===== src/sv/fula_ram.sv =====
// Generic single-write, single-read synchronous RAM with a registered read port.
// Standalone; no package dependency.
module fula_ram #(
  parameter int WIDTH = 8,
  parameter int DEPTH = 256
) (
  input  logic                     clk,
  input  logic                     we,
  input  logic [$clog2(DEPTH)-1:0] waddr,
  input  logic [WIDTH-1:0]         wdata,
  input  logic                     re,
  input  logic [$clog2(DEPTH)-1:0] raddr,
  output logic [WIDTH-1:0]         rdata
);

  logic [WIDTH-1:0] mem [DEPTH];

  always_ff @(posedge clk) begin
    if (we) begin
      mem[waddr] <= wdata;
    end
    if (re) begin
      rdata <= mem[raddr];
    end
  end

endmodule


===== config.mk =====
export PLATFORM = sky130hd
export DESIGN_NAME = fula_ram
export DESIGN_NICKNAME = d
export VERILOG_FILES = /design/src/sv/fula_ram.sv
export SDC_FILE = /design/constraint.sdc
export NUM_CORES = 2
export LEC_CHECK = 0
export ABC_AREA = 1
export BUFFER_PORTS_ARGS = -buffer_cell sky130_fd_sc_hd__buf_2
export CAP_MARGIN = 10
export CORE_MARGIN = 5
export CORE_UTILIZATION = 40
export CTS_CLUSTER_DIAMETER = 150
export DETAILED_ROUTE_END_ITERATION = 10
export GPL_ROUTABILITY_DRIVEN = 0
export PLACE_DENSITY_LB_ADDON = 0.15
export SYNTH_ARGS = -nofsm -noshare
export SYNTH_HDL_FRONTEND = slang
export SYNTH_SLANG_ARGS = --single-unit

===== constraint.sdc =====
create_clock -name clk -period 3.8 [get_ports clk]
set_clock_uncertainty 0.2 [all_clocks]
set_input_delay 0.57 -clock clk [delete_from_list [all_inputs] [get_ports clk]]
set_output_delay 0.57 -clock clk [all_outputs]
set_load 0.01 [all_outputs]

==> results.md <==
- Core ar.: 207000 um2
- Final min period: 2.68 ns
- Predominant post-synthesis flop cell: edfxtp_1
- Post-synth EDFFs: roughly 2100
- Xor/xnor cell area share of the yosys netlist: 0%
- Synth-to-Final Area Change: 14.5%
- Max-cap violation count: 0
- Via-per-instance ratio: 5.42
- CTS tree: built
- Crit-path cells: buf_8 > inv_8 > buf_12 > nand3_1 > nand3_1 > nand3_1 > nand3_1 > nand3_1 > nand3_1 > nand2_1 > nand2_1 > nand2_1
- Setup repair bufs after CTS: 0
- Power per cell area: 509 nW/um2
- Clk slew on worst S/H paths: 0.06 ns
- Pre-antenna DRT Iters: 6
- Buffers & Inverters on Critical Path: 3
- Crit share post-route: between 70% and 80%
- Mux cell area share after synthesis: 0%
- WHS Endpoint: mem[241][5]$_DFFE_PP_
- Fmax: approximately 370 MHz
- Util after Layout: 46.1%
- Synth area leader: edfxtp_1
- Post-synth top area share: 74.0%
- Placed cell count: 9725
- H-tree levels: 4
- Number of synthesis warnings: 0
- Post-route setup TNS: 0 ns
- Main combinational cell family by area after synthesis: simple AND/OR/NAND/NOR gates
- Inserted Clock Buffers: about 210
- Die ar.: 218000 um2
- Cell with the most instances after synthesis: nand2_1
- Worst reg-to-reg setup slack: roughly 1.4 ns
- First-pass GRT wire length: 369000 um
- # port buffers: 34
- Final hold violation count: 0
- FF-to-FF End: rdata[5]$_DFFE_PP_
- RSZ-0062 raised after global routing: no
- Post-synth cell types: 13
- Post-CTS sizing: 0
- Final setup vio count: 0
- Slew margin rel.: 21.7%
- Slowest CP cell: nand3_1
- Die span in y: 467 um
- Layout cells sized above 1: about a tenth
- Synth Area in Adders: 0%
- Asr flop ratio synth: 0%
- Chip width: roughly 470 um
- Layout Cells excl Fill: a little over 10000
- Status: completed
- Post-synth top cells: nand2_1, edfxtp_1, nand3_1, nor2_1, buf_2
- Routed len/inst: 24.8 um
- Sequential fraction of the synthesis area: 74.0%
- Hold Path Depth: 1
- Worst reg2reg startpoint: mem[1][5]$_DFFE_PP_
- Crit path largest cell delay: around 0.40 ns
- Vias: around 55000
- Compound-cell area share of the yosys netlist: 0%
- Top post-synthesis cells by area: edfxtp_1, nand3_1, nand2_1, buf_2, nor2_1
- Initial core utilization: approximately two fifths
- Critical Path Stages: 12
- Hold path startpoint: wdata[5]
- Avg Cell Area, Syn: 11.9 um2
- Leakage power: 33.4 nW
- Final Max Slew Viols: 0
- Gr usage total: between 20% and 30%
- Post-route ant nets: 0
- Largest net degree at the start of global routing: between 100 and 150
- Crit path arrival time: about 3 ns
- Clock root cell: clkbuf_16
- Worst path required time: 4.19 ns
- Clk_lat worst skew: 0.86 ns
- Cts-stage hold buffer count: 4
- Io pins: 35
- Maximum VDD drop: between 0.4 and 0.5 mV
- Post-Synthesis Cells: between 7000 and 8000
- CP dominant cell by count: nand3_1
- Total clock sinks: 2056
- CP delay by family, top: simple AND/OR/NAND/NOR gates
- Starting DRT DRC Count: about 6300
- Vias in the first global route: 52500
- Syn_nets: 7030
- Crit path launch type: primary input
- Synth Register Bits: 2056
- Worst Setup End Kind: flop
- Tightest Pin Transition: ~1.2 ns
- Initial antenna violation count: 15
- Hold slack: 0.0422 ns
- Worst Path Max Fanout: 55
- GR Overflow Total: 0
- HPWL Detailed: 149000 um
- Mapped Area: approximately 83000 um2
- Final net count: 7181
- Post-synthesis simple-gate area fraction: 22.9%
- Post-route DRC violation count: 0
- Hold Path Class: primary input to flop
- Worst reg-to-reg path cell count: 10
- Critical path type: primary input to flop
- Clock buffer depth: 3
- Row cnt: 167
- WL final: approximately 250000 um
## per-layer routing
metal	vias to the layer above	GRT usage, %	wire length (um)
li1	25200	-	-
met1	27400	32.3	109000
met2	1904	36.3	119000
met3	342	3.47	16900
met4	0	6.93	7510
met5	-	0	0
## report_power, final
| group | switching, W | total, W | internal, W |
|---|---|---|---|
| sequential | 0.0000239 | 0.0250 | 0.0250 |
| combinational | 0.00228 | 0.00306 | 0.000775 |
| clock | 0.00890 | 0.0205 | 0.0116 |
| total | 0.0112 | 0.0486 | 0.0374 |
## layout by cell type (no fill, tap or decap), drive strengths merged
master	instances
clkinv	109
dlygate4sd3	4
inv	49
clkinvlp	3
edfxtp	2056
buf	417
bufinv	21
nor2	283
diode	5
nand2	2123
nand3	2019
clkbuf	252
## registers in the layout, summed over array words and instances (netlist names)
register / count
rdata: 8
mem: 2048
## worst reg2reg max path: cells and delay by family, from the launching register on
family / cells / cell delay (ns)
flip-flops: 1 / 0.36
AND/OR/NAND/NOR: 10 / 1.63
## through the flow
step / area [um2] / total power [W] / setup slack (ns)
final: 95600 / 0.0486 / 1.12
after global routing: 95600 / 0.0502 / 1.07
after CTS: 95600 / 0.0490 / 1.22
after detailed placement: 88700 / 0.0286 / 0.294
after global placement: 88700 / 0.0286 / 0.303
after floorplan: 83500 / 0.0271 / 1.54
## area by class of cell
cell class              instances  area, um2
diodes                          5       12.5
flip-flops and latches       2056      61700
inverters                      39        180
repair buffers                421       4200
multi-input cells            4425      19200
clock inverters               143       1360
fillers                     18900     112000
clock buffers                 252       5430
well taps                    2788       3490
## logic make-up after synthesis
logic type | after synthesis
buffers and inverters | 522
DFF | 2056
and+or+nand+nor | 4425
## how the worst max path moves through the flow
stage	startpoint	end
6_report	raddr[1]	rdata[5]$_DFFE_PP_
5_1_grt	raddr[0]	rdata[2]$_DFFE_PP_
4_1_cts	raddr[1]	rdata[5]$_DFFE_PP_
3_5_place_dp	raddr[1]	rdata[5]$_DFFE_PP_
3_3_place_gp	raddr[2]	rdata[2]$_DFFE_PP_
2_1_floorplan	we	mem[162][0]$_DFFE_PP_
Note: power is estimated with default switching activity, not from simulation.
